**src/hw/rtl/tsfa_pkg.sv**
```systemverilog
package tsfa_pkg;

  localparam int DataW     = 8;
  localparam int TempW     = 16;
  localparam int BandW     = 15;
  localparam int CfgIdxW   = 2;
  localparam int CfgDataW  = 16;
  localparam int OutDataW  = 24;
  localparam int FifoDepth = 2;

  localparam logic [3:0]              CheckBytePos = 4'd8;
  localparam logic [DataW-1:0]        CrcPoly      = 8'h8C;
  localparam logic signed [TempW-1:0] ThrReset     = 16'sd300;
  localparam logic [BandW-1:0]        BandReset    = 15'd30;

  typedef enum logic [1:0] {
    ST_OK        = 2'd0,
    ST_CRC_BAD   = 2'd1,
    ST_NO_SENSOR = 2'd2
  } status_t;

  typedef enum logic [CfgIdxW-1:0] {
    REG_THRESHOLD = 2'd0,
    REG_BAND      = 2'd1
  } cfg_reg_t;

  typedef struct packed {
    status_t                 status;
    logic signed [TempW-1:0] centi;
  } job_t;

  typedef struct packed {
    logic valid;
    job_t job;
  } job_req_t;

  // reflected crc-8, one byte, lsb first
  function automatic logic [DataW-1:0] crc8_step(input logic [DataW-1:0] crc_in,
                                                 input logic [DataW-1:0] b_in);
    logic [DataW-1:0] crc;
    logic [DataW-1:0] b;
    logic             fb;
    crc = crc_in;
    b   = b_in;
    for (int k = 0; k < DataW; k++) begin
      fb  = crc[0] ^ b[0];
      crc = crc >> 1;
      if (fb) begin
        crc = crc ^ CrcPoly;
      end
      b = b >> 1;
    end
    return crc;
  endfunction

  // raw 1/16 degc to centidegrees: raw*25/4 toward zero, saturated
  function automatic logic signed [TempW-1:0] to_centi(input logic [2*DataW-1:0] u);
    logic signed [20:0] raw;
    logic signed [20:0] prod;
    logic signed [20:0] adj;
    logic signed [18:0] q;
    logic signed [TempW-1:0] res;
    raw  = {{5{u[15]}}, u};
    prod = (raw <<< 4) + (raw <<< 3) + raw;
    adj  = prod + (prod[20] ? 21'sd3 : 21'sd0);
    q    = adj[20:2];
    if (q > 19'sd32767) begin
      res = 16'sh7FFF;
    end else if (q < -19'sd32768) begin
      res = 16'sh8000;
    end else begin
      res = q[TempW-1:0];
    end
    return res;
  endfunction

endpackage

```
**src/hw/rtl/tsfa_front.sv**
```systemverilog
module tsfa_front import tsfa_pkg::*; (
  input  logic             clk,
  input  logic             rst_n,
  input  logic             in_tvalid,
  output logic             in_tready,
  input  logic [DataW-1:0] in_tdata,
  input  logic             in_tuser,
  input  logic             fifo_full,
  output job_req_t         push
);

  logic [3:0]              idx_r, idx_nxt;
  logic [DataW-1:0]        crc_r, crc_nxt;
  logic [DataW-1:0]        low_r, low_nxt;
  logic signed [TempW-1:0] centi_r, centi_nxt;
  logic                    acc;

  assign in_tready = !fifo_full;
  assign acc       = in_tvalid && in_tready;

  always_comb begin
    idx_nxt         = idx_r;
    crc_nxt         = crc_r;
    low_nxt         = low_r;
    centi_nxt       = centi_r;
    push.valid      = 1'b0;
    push.job.status = ST_OK;
    push.job.centi  = '0;
    if (acc) begin
      if (in_tuser) begin
        push.valid      = 1'b1;
        push.job.status = ST_NO_SENSOR;
        idx_nxt         = '0;
        crc_nxt         = '0;
      end else if (idx_r < CheckBytePos) begin
        if (idx_r == 4'd0) begin
          low_nxt = in_tdata;
        end
        if (idx_r == 4'd1) begin
          centi_nxt = to_centi({in_tdata, low_r});
        end
        crc_nxt = crc8_step(crc_r, in_tdata);
        idx_nxt = idx_r + 4'd1;
      end else begin
        push.valid = 1'b1;
        if (in_tdata == crc_r) begin
          push.job.status = ST_OK;
          push.job.centi  = centi_r;
        end else begin
          push.job.status = ST_CRC_BAD;
        end
        idx_nxt = '0;
        crc_nxt = '0;
      end
    end
  end

  always_ff @(posedge clk) begin
    if (!rst_n) begin
      idx_r <= '0;
      crc_r <= '0;
    end else begin
      idx_r <= idx_nxt;
      crc_r <= crc_nxt;
    end
  end

  always_ff @(posedge clk) begin
    low_r   <= low_nxt;
    centi_r <= centi_nxt;
  end

endmodule

```
**src/hw/rtl/tsfa_fifo.sv**
```systemverilog
module tsfa_fifo import tsfa_pkg::*; #(
  parameter int DEPTH = FifoDepth
) (
  input  logic     clk,
  input  logic     rst_n,
  input  job_req_t push,
  input  logic     pop,
  output job_req_t head,
  output logic     full
);

  localparam int PW = (DEPTH > 1) ? $clog2(DEPTH) : 1;
  localparam int CW = $clog2(DEPTH + 1);

  job_t          mem_r [DEPTH];
  logic [PW-1:0] wr_ptr_r, wr_ptr_nxt;
  logic [PW-1:0] rd_ptr_r, rd_ptr_nxt;
  logic [CW-1:0] cnt_r, cnt_nxt;
  logic          do_push;

  assign full       = (cnt_r == CW'(DEPTH));
  assign do_push    = push.valid && !full;
  assign head.valid = (cnt_r != '0);
  assign head.job   = mem_r[rd_ptr_r];

  always_comb begin
    wr_ptr_nxt = wr_ptr_r;
    rd_ptr_nxt = rd_ptr_r;
    cnt_nxt    = cnt_r;
    if (do_push) begin
      wr_ptr_nxt = (wr_ptr_r == PW'(DEPTH - 1)) ? '0 : wr_ptr_r + PW'(1);
    end
    if (pop) begin
      rd_ptr_nxt = (rd_ptr_r == PW'(DEPTH - 1)) ? '0 : rd_ptr_r + PW'(1);
    end
    if (do_push && !pop) begin
      cnt_nxt = cnt_r + CW'(1);
    end else if (!do_push && pop) begin
      cnt_nxt = cnt_r - CW'(1);
    end
  end

  always_ff @(posedge clk) begin
    if (!rst_n) begin
      wr_ptr_r <= '0;
      rd_ptr_r <= '0;
      cnt_r    <= '0;
    end else begin
      wr_ptr_r <= wr_ptr_nxt;
      rd_ptr_r <= rd_ptr_nxt;
      cnt_r    <= cnt_nxt;
    end
  end

  always_ff @(posedge clk) begin
    if (do_push) begin
      mem_r[wr_ptr_r] <= push.job;
    end
  end

endmodule

```
**src/hw/rtl/tsfa_back.sv**
```systemverilog
module tsfa_back import tsfa_pkg::*; (
  input  logic                    clk,
  input  logic                    rst_n,
  input  job_req_t                head,
  output logic                    pop,
  input  logic signed [TempW-1:0] thr,
  input  logic [BandW-1:0]        band,
  output logic                    out_tvalid,
  input  logic                    out_tready,
  output logic [OutDataW-1:0]     out_tdata,
  output logic [1:0]              out_tuser
);

  logic                    alarm_r, alarm_nxt;
  logic                    out_valid_r, out_valid_nxt;
  status_t                 status_r;
  logic signed [TempW-1:0] centi_r;
  logic                    flag_r;
  logic                    chg_r;
  logic signed [17:0]      thr_ext;
  logic signed [17:0]      upper;
  logic signed [17:0]      centi_ext;

  assign pop       = head.valid && (!out_valid_r || out_tready);
  assign thr_ext   = {{2{thr[TempW-1]}}, thr};
  assign upper     = thr_ext + $signed({3'b000, band});
  assign centi_ext = {{2{head.job.centi[TempW-1]}}, head.job.centi};

  always_comb begin
    alarm_nxt = alarm_r;
    if (pop && head.job.status == ST_OK) begin
      if (centi_ext <= thr_ext) begin
        alarm_nxt = 1'b1;
      end else if (centi_ext >= upper) begin
        alarm_nxt = 1'b0;
      end
    end
    if (pop) begin
      out_valid_nxt = 1'b1;
    end else if (out_tready) begin
      out_valid_nxt = 1'b0;
    end else begin
      out_valid_nxt = out_valid_r;
    end
  end

  always_ff @(posedge clk) begin
    if (!rst_n) begin
      alarm_r     <= 1'b0;
      out_valid_r <= 1'b0;
    end else begin
      alarm_r     <= alarm_nxt;
      out_valid_r <= out_valid_nxt;
    end
  end

  always_ff @(posedge clk) begin
    if (pop) begin
      status_r <= head.job.status;
      centi_r  <= head.job.centi;
      flag_r   <= alarm_nxt;
      chg_r    <= (alarm_nxt != alarm_r);
    end
  end

  assign out_tvalid = out_valid_r;
  assign out_tdata  = {{(OutDataW - TempW - 2){1'b0}}, chg_r, flag_r, centi_r};
  assign out_tuser  = status_r;

endmodule

```
**src/hw/rtl/temp_scratchpad_freeze_alarm.sv**
```systemverilog
// Scratchpad reader with CRC-8 check and freeze alarm. Send the nine scratchpad
// bytes one item each, byte 0 first; in_tuser high marks a bus fault and aborts
// the reading. One input item is taken every cycle while the queue is not full.
// The check byte (or the fault) pushes a result into the queue: the front end
// runs the CRC step of one byte in a cycle, a two-entry queue carries finished
// readings to the back end, and the back end applies the alarm rule once per
// result into the output register. A stalled output holds up the input only
// once the queue is full. Write configuration only while the block is idle.
module temp_scratchpad_freeze_alarm import tsfa_pkg::*; #(
  parameter int FIFO_DEPTH = FifoDepth
) (
  input  logic                clk,
  input  logic                rst_n,
  input  logic                in_tvalid,
  output logic                in_tready,
  input  logic [DataW-1:0]    in_tdata,   // data_byte[7:0]
  input  logic                in_tuser,   // bus_fault
  output logic                out_tvalid,
  input  logic                out_tready,
  output logic [OutDataW-1:0] out_tdata,  // temperature_centi[15:0], freeze_alarm, alarm_changed
  output logic [1:0]          out_tuser,  // read_status[1:0]
  input  logic                cfg_valid,
  output logic                cfg_ready,
  input  logic [CfgIdxW-1:0]  cfg_index,
  input  logic [CfgDataW-1:0] cfg_data
);

  logic signed [TempW-1:0] thr_r;
  logic [BandW-1:0]        band_r;
  job_req_t                push;
  job_req_t                head;
  logic                    fifo_full;
  logic                    pop;

  assign cfg_ready = 1'b1;

  always_ff @(posedge clk) begin
    if (!rst_n) begin
      thr_r  <= ThrReset;
      band_r <= BandReset;
    end else if (cfg_valid && cfg_ready) begin
      case (cfg_reg_t'(cfg_index))
        REG_THRESHOLD: thr_r  <= $signed(cfg_data[TempW-1:0]);
        REG_BAND:      band_r <= cfg_data[BandW-1:0];
        default: ;
      endcase
    end
  end

  tsfa_front u_front (
    .clk       (clk),
    .rst_n     (rst_n),
    .in_tvalid (in_tvalid),
    .in_tready (in_tready),
    .in_tdata  (in_tdata),
    .in_tuser  (in_tuser),
    .fifo_full (fifo_full),
    .push      (push)
  );

  tsfa_fifo #(
    .DEPTH (FIFO_DEPTH)
  ) u_fifo (
    .clk   (clk),
    .rst_n (rst_n),
    .push  (push),
    .pop   (pop),
    .head  (head),
    .full  (fifo_full)
  );

  tsfa_back u_back (
    .clk        (clk),
    .rst_n      (rst_n),
    .head       (head),
    .pop        (pop),
    .thr        (thr_r),
    .band       (band_r),
    .out_tvalid (out_tvalid),
    .out_tready (out_tready),
    .out_tdata  (out_tdata),
    .out_tuser  (out_tuser)
  );

endmodule

```
**config.mk**
```make
export PLATFORM = sky130hd
export DESIGN_NAME = temp_scratchpad_freeze_alarm
export DESIGN_NICKNAME = d
export VERILOG_FILES = /design/src/hw/rtl/tsfa_pkg.sv /design/src/hw/rtl/tsfa_front.sv /design/src/hw/rtl/tsfa_fifo.sv /design/src/hw/rtl/tsfa_back.sv /design/src/hw/rtl/temp_scratchpad_freeze_alarm.sv
export SDC_FILE = /design/constraint.sdc
export NUM_CORES = 1
export LEC_CHECK = 0
export BUFFER_PORTS_ARGS = -buffer_cell sky130_fd_sc_hd__clkbuf_2
export CAP_MARGIN = 20
export CORE_ASPECT_RATIO = 1.25
export CORE_MARGIN = 1
export CORE_UTILIZATION = 61
export CTS_BUF_LIST = sky130_fd_sc_hd__clkbuf_8 sky130_fd_sc_hd__clkbuf_16
export DETAILED_ROUTE_END_ITERATION = 8
export GPL_TIMING_DRIVEN = 0
export PLACE_DENSITY = 0.91
export SKIP_CTS_REPAIR_TIMING = 1
export SLEW_MARGIN = 10
export SYNTH_ARGS = -nofsm -noshare
export SYNTH_HDL_FRONTEND = slang
export SYNTH_SLANG_ARGS = --single-unit
```
**constraint.sdc**
```tcl
create_clock -name clk -period 4.93 [get_ports clk]
set_input_delay 0 -clock clk [delete_from_list [all_inputs] [get_ports clk]]
set_output_delay 0 -clock clk [all_outputs]
set_load 0.05 [all_outputs]
```
==> impl_results.md, run 1 <==
- Rel. slew slack: around 33%
- Clk_lat worst skew: around 0.43 ns
- Vias in the first global route: 6511
- Largest cells by area after synthesis: edfxtp_1 (28%), dfxtp_1 (12%), ha_1 (10%)
- Cell variety after synth: a little over 80
- Initial core utilization: 63.5%
- DR WL/cell: between 15 and 20 um
- Ant diodes: 0
- Setup TNS: 0 ns
- Worst hold path depth: 4
- Root Driver: clkbuf_16
- Residual DRC count: 0
- DIE AREA: around 14000 um^2
- Vias per cell: about 6.2
- Power density over cell area: 455 nW/um^2
- CP endpoint kind: register
- Tot GR Track Use: 27.9%
- Critical Path AT: approximately 4.3 ns
- Tmin final: roughly 4.1 ns
- Worst Setup Path Type: register to register
- Register area: roughly 3400 um^2
- Max-cap violations: 0
- Outcome: complete, no violations
- CTS Buffer Depth: 2
- Synth top area share: between 20% and 30%
- Metal-1 WL: roughly 7400 um
- Total routed wirelength: 20800 um
- First-pass GRT wire length: 30700 um
- Worst EP required: 5.11 ns
- Worst R2R Path Depth: 12
- Cts bufs inserted: 17
- Largest net degree at the start of global routing: 21
- Initial antenna violation count: 0
- Tcrit/Tclk final: a little over four fifths
- Class of the worst hold path: input port to register
- Leak pwr: 0.00399 uW
- TritonCTS clock tree: yes
- Boundary Pins: between 60 and 70
- Mapped Avg Cell Area: 10.4 um^2
- Total congestion overflow: 0
- Die Wd: between 100 and 150 um
- Max-slew violation count: 0
- Final Hold Fails: 0
- Layout area overhead: 16.6%
- Post-DP HPWL: between 10000 and 15000 um
- Clk sinks: 130
- Main synth FF type: edfxtp_1
- Multi-input gate area: between 4000 and 5000 um^2
- Routability cong.: between 0.9 and 1
- Core area: around 13000 um^2
- Worst reg2reg setup slack: 0.81 ns
- Die Y: roughly 130 um
- Worst hold margin: roughly 0.020 ns
- Iter 0 DRT Violations: between 400 and 500
- FMAX: roughly 240 MHz
- Finish-stage setup viols: 0
- Most common cell after layout, fill and taps aside: nand2_1
- Number of synthesized flops with an enable pin: 80
- Clock Skew: about 0.015 ns
- CP Max Fanout: 10
- Top Layer Used: met4
- Worst-Margin Slew: just under 1 ns
- Routed met2 length: approximately 11000 um
- Routed Antenna Nets: 0
- Async SR Flop Fraction: 0%
- CTS HTree Levels: 4
- Sequential share of the synthesized area: roughly 40%
- Metal3 WL: 1140 um
- Hold Path End: u_front.idx_r[1]
- Crit start category: register
- Row cnt: 47
- Filler Cells Inserted: 875
- Synthesized area: 8520 um^2
- Layout Nets: around 1000
- 1st-pass router iterations: 9
- Clock transition at path regs: roughly 0.070 ns
- IR drop worst, VDD: ~0.00038 V
- Commonest non-fill, non-tap cells in the layout: nand2_1 (86), edfxtp_1 (80), ha_1 (69), clkbuf_2 (53), dfxtp_1 (50)
- DR vias: slightly below 7000
- Synth Register Bits: between 100 and 150
- Synth warnings: 0
- Worst hold start: in_tuser
- Cells after Synth: 818
- Worst R2R End: u_back.chg_r
- # port buffers: 53
- RSZ-0062 raised after global routing: false
- Cell taking the most area after synthesis: edfxtp_1
- Layout cells sized above 1: ~17%
==> synth_stat cells (6+ instances only) <==
cell       n
a211oi_1   6
a211oi_2  13
a21boi_0  25
a21o_1    16
a21oi_1   22
a22oi_1    8
a31oi_1    7
and2_1    28
and3_1    10
buf_4      9
clkbuf_1  18
dfxtp_1   50
edfxtp_1  80
fa_1      16
ha_1      69
inv_1     36
mux2_2    17
nand2_1   86
nand2b_1  13
nand3_1   12
nand3b_1   7
nand4_1   13
nor2_1    37
nor2b_1   19
nor3_1    16
o211ai_1  11
o21a_1     6
o21ai_0   25
xnor2_1   28
xor2_1    20
==> critical path, cell delays in order, from the launching register on <==
cell	delay, ns
dfxtp_1	0.36
clkbuf_1	0.48
buf_1	0.54
mux2i_1	0.53
ha_1	0.31
nand2b_1	0.15
a21o_1	0.19
a21oi_1	0.20
o21a_1	0.17
o21ai_0	0.13
o41ai_1	0.40
a21oi_1	0.16
a21bo_2	0.22
==> where the power goes <==
part	switching, uW	total, uW	internal, uW
Combinational	1140	1800	665
Sequential	74.0	1410	1340
Clock	495	1310	812
==> sequential cells by signal, summed over array words and instances, names as in the netlist, 2 cells and up, named ones only <==
name / flops
u_front.idx_r: 4
u_fifo.cnt_r: 2
u_back.out_tuser: 2
u_front.low_r: 8
u_front.centi_r: 16
thr_r: 16
band_r: 15
u_back.centi_r: 16
u_fifo.mem_r: 36
u_front.crc_r: 8
==> metal layers <==
metal	GRT usage, %	vias up
met5	0	-
met4	16.8	0
met2	49.9	315
met1	30.0	3269
li1	-	3204
met3	5.30	118
==> metrics by stage <==
step	utilization [%]	setup WS [ns]	area [um^2]	cells	total power, uW
CTS	72.0	0.869	9660	1081	4450
global route	74.1	0.623	9930	1109	4730
finish	74.1	0.809	9930	1109	4520
detailed placement	67.4	0.914	9040	1049	3140
floorplan	-	1.18	8540	823	2770
global placement	67.2	0.988	9020	1047	3080
==> worst max-delay path by stage <==
stage	start	end	slack (ns)	cells past startpoint
5_1_grt	register	u_back.chg_r	0.62	12
3_3_place_gp	u_front.low_r[0]	u_front.centi_r[12]	0.99	13
2_1_floorplan	u_front.low_r[0]	u_front.centi_r[12]	1.18	13
3_5_place_dp	u_front.low_r[0]	u_front.centi_r[12]	0.91	13
4_1_cts	u_front.low_r[0]	u_front.centi_r[12]	0.87	13
6_report	register	u_back.chg_r	0.81	12
==> logic make-up (layout without fill, tap and decap cells) <==
family                     after synthesis  count (layout)  synth area share [%]
buffers and inverters                   71             186                  3.83
DFF                                    130             130                  40.0
and+or+nand+nor                        274             274                  17.4
muxes                                   19              19                  2.48
other                                    2               7                0.0882
xor gates and xnor gates                50              50                  5.58
adders and majority gates               85              85                  13.9
AOI/OAI and AO/OA                      187             187                  16.8
==> area by class of cell <==
cell class / instances / share of cell area [%]
clock buffer: 22 / 5.32
timing repair buffer: 83 / 5.59
buffer: 35 / 1.93
multi-input combinational: 622 / 48.5
sequential: 130 / 34.3
clock inverter: 10 / 0.882
inverter: 36 / 1.36
tap: 171 / 2.15
Note: power is estimated with default switching activity, not from simulation.
==> run 2, diff against run 1 <==
--- a/config.mk
+++ b/config.mk
@@ -5,6 +5,7 @@
 export SDC_FILE = /design/constraint.sdc
 export NUM_CORES = 1
 export LEC_CHECK = 0
+export ABC_AREA = 1
 export BUFFER_PORTS_ARGS = -buffer_cell sky130_fd_sc_hd__clkbuf_2
 export CAP_MARGIN = 20
 export CORE_ASPECT_RATIO = 1.25
==> constraint.sdc (replaced) <==
create_clock -name clk -period 3.9 [get_ports clk]
set_input_delay 0 -clock clk [delete_from_list [all_inputs] [get_ports clk]]
set_output_delay 0 -clock clk [all_outputs]
set_load 0.05 [all_outputs]
==> run 2 against run 1 <==
Against the previous run:
- critical path type unchanged
- sequential share of layout area increased by 0.052 points
- design area decreased by 0.11%
- largest cell class unchanged
- non-clock buffer count decreased by 8
- combinational power increased by 36%
- wire length decreased by 4.6%
==> impl_results.md, run 2 <==
- Crit start category: register
- Post-route cell area: 9920 um^2 (-0.11%)
- IR drop worst, VDD: 0.000421 V (+12%)
- Largest cells by area after synthesis: edfxtp_1 (28%), dfxtp_1 (12%), ha_1 (10%)
- CTS HTree Levels: 4 (unchanged)
- FMAX: 266 MHz (+9.8%)
- Filler Cells Inserted: 879 (+0.46%)
- Root Driver: clkbuf_16
- Clk_lat worst skew: 0.42 ns (about the same)
- Core area: 13400 um^2 (unchanged)
- Tot GR Track Use: 27.5% (-0.32 points)
- Rel. slew slack: 36.3% (+2.9 points)
- Sequential share of the synthesized area: 40.2% (+0.24 points)
- TritonCTS clock tree: yes
- Total power draw: 5790 uW (+28%)
- Most common cell after layout, fill and taps aside: nand2_1
- Initial antenna violation count: 0 (unchanged)
- Clock Skew: 0.00939 ns (-0.00547 ns)
- 1st-pass router iterations: 5 (-4)
- Most frequent cell after synthesis: nand2_1
- # port buffers: 52 (-1.9%)
- Commonest non-fill, non-tap cells in the layout: nand2_1 (227), inv_1 (113), edfxtp_1 (80), nor2_1 (70), ha_1 (67)
- Power density over cell area: 584 nW/um^2 (+28%)
- Final Core Density: 74.0% (-0.084 points)
- Synth warnings: 0 (unchanged)
- Async SR Flop Fraction: 0% (unchanged)
- Tmin final: 3.75 ns (-0.367 ns)
- Synth Area in XOR/XNOR: 5.08% (-0.50 points)
- Number of synthesized flops with an enable pin: 80 (unchanged)
- Worst EP required: 4.08 ns (-1.03 ns)
- Layout Nets: 1204 (+16%)
- Class of the worst hold path: input port to register
- Cts bufs inserted: 17 (unchanged)
- Largest net degree at the start of global routing: 26 (+24%)
- Layout cells sized above 1: 16.3% (-1.0 points)
- Main synth FF type: edfxtp_1
- Iter 0 DRT Violations: 517 (+11%)
- Residual DRC count: 0 (unchanged)
- Routed Antenna Nets: 0 (unchanged)
- CP endpoint kind: register
- Synth Area in Compound Gates: 8.35% (-8.4 points)
- Cell taking the most area after synthesis: edfxtp_1
- Total routed wirelength: 19800 um (-4.6%)
- Outcome: complete, no violations
- CTS Buffer Depth: 2 (unchanged)
- Max-slew violation count: 0 (unchanged)
- Total congestion overflow: 0 (unchanged)
- Cells after Synth: 979 (+20%)
- Tcrit/Tclk final: 96.3% (+13 points)
- DIE AREA: 14400 um^2 (-0.59%)
- Cell variety after synth: 48 (-41%)
- DR WL/cell: 15.6 um (-17%)
- Synth top area share: 28.4% (+0.17 points)
- Clock transition at path regs: 0.06 ns (about the same)
- Boundary Pins: 61 (unchanged)
- First-pass GRT wire length: 30300 um (-1.1%)
- Vias per cell: 5.53 (-11%)
- Commonest cells post-synth: nand2_1 (227), inv_1 (110), edfxtp_1 (80)
- Mapped Avg Cell Area: 8.65 um^2 (-17%)
- Post-DP HPWL: 14100 um (+2.4%)
- CP Max Fanout: 3 (-7)
- Post-synthesis simple-gate area fraction: 22.8% (+5.4 points)
- Routability cong.: 0.902 (-0.97%)
- Die Y: 134 um (-0.30%)
- Final Hold Fails: 0 (unchanged)
- Ant diodes: 0 (unchanged)
- Place WS: -0.349 ns (-1.26 ns)
- Vias in the first global route: 6702 (+2.9%)
- Largest family of logic cells by synthesized area: simple AND/OR/NAND/NOR gates
- Die Wd: 107 um (-0.30%)
- Max-cap violations: 0 (unchanged)
- Critical Path AT: 3.93 ns (-0.37 ns)
- Synthesized area: 8470 um^2 (-0.60%)
- Worst Setup Path Type: register to register
- Setup TNS: 0 ns (unchanged)
- Worst setup margin: 0.145 ns (-0.663 ns)
- Synth Area in Adders: 14.0% (+0.084 points)
- Worst-Margin Slew: 0.955 ns (-0.0365 ns)
- Row cnt: 47 (unchanged)
- DR vias: 7034 (+1.9%)
- Synth Register Bits: 130 (unchanged)
- Clk sinks: 130 (unchanged)
- Mux cell area share after synthesis: 2.26% (-0.22 points)
- Layout area overhead: 17.2%
- Max reg flops: 36 (unchanged)
- Finish-stage setup viols: 0 (unchanged)
- Leak pwr: 0.00448 uW (+12%)
- Initial core utilization: 63.1% (-0.38 points)
- Largest reg by FF count: u_fifo.mem_r
- DP Area: 8980 um^2 (-0.64%)
run 2: final cells by class:
class                   instances  area (um^2)  share of cell area, %
flip-flops and latches        130         3400                   34.3
plain buffers                  26          154                   1.55
clock buffers                  19          464                   4.68
repair buffers                 84          563                   5.68
clock inverters                13          120                   1.21
multi-input cells             707         4550                   45.8
well taps                     171          214                   2.16
inverters                     121          455                   4.59
run 2: path summary, 6_finish.rpt:
kind,endpoint,startpoint,cells past startpoint,slack (ns)
hold reg to reg,register,u_fifo.rd_ptr_r,1,0.45
setup reg to reg,u_back.chg_r,band_r[0],22,0.15
setup / recovery,u_back.chg_r,band_r[0],22,0.15
hold / removal,u_front.idx_r[3],in_tvalid,4,0.03
run 2: report_power, final:
part / internal (uW) / switching, uW / leakage (uW) / total [uW]
logic: 807 / 1640 / 0.00303 / 2450
registers: 1720 / 84.6 / 0.00115 / 1800
clock network: 980 / 562 / 0.000287 / 1540
run 2: worst max-delay path, cell delays in order (launching register included):
cell and delay [ns]:
dfxtp_1 0.37, ha_1 0.19, inv_1 0.07, fa_1 0.41, inv_1 0.12, a31oi_4 0.12, o21ai_2 0.22, a21boi_2 0.11
o21ai_2 0.18, a21boi_2 0.09, xor2_1 0.15, ha_1 0.29, nand2_1 0.09, nor3_1 0.20, nand2_1 0.08, inv_1 0.09
nand3_1 0.07, o211ai_1 0.28, nand2_1 0.12, nand2_1 0.10, nor2_1 0.04, nand3_1 0.09, nand2_1 0.05
run 2: logic make-up after synthesis:
kind of cell               Yosys count
muxes                               17
xor gates and xnor gates            47
and+or+nand+nor                    423
buffers and inverters              147
DFF                                130
AOI/OAI and AO/OA                  128
other                                2
adders and majority gates           85
run 2: through the flow:
stage / hold WS, ns / std cells
after CTS: -0.204 / 1240
after detailed placement: 0.229 / 1208
after global placement: 0.221 / 1207
final: 0.0290 / 1271
after global routing: 0.0399 / 1271
after floorplan: 0.0989 / 984
run 2: layer usage:
metal | up-vias | share of wire [%] | GRT usage [%]
met5 | - | 0 | 0
met4 | 0 | 4.4 | 17.8
met3 | 75 | 4.1 | 4.50
met2 | 237 | 54 | 50.5
met1 | 3263 | 38 | 28.7
li1 | 3459 | - | -
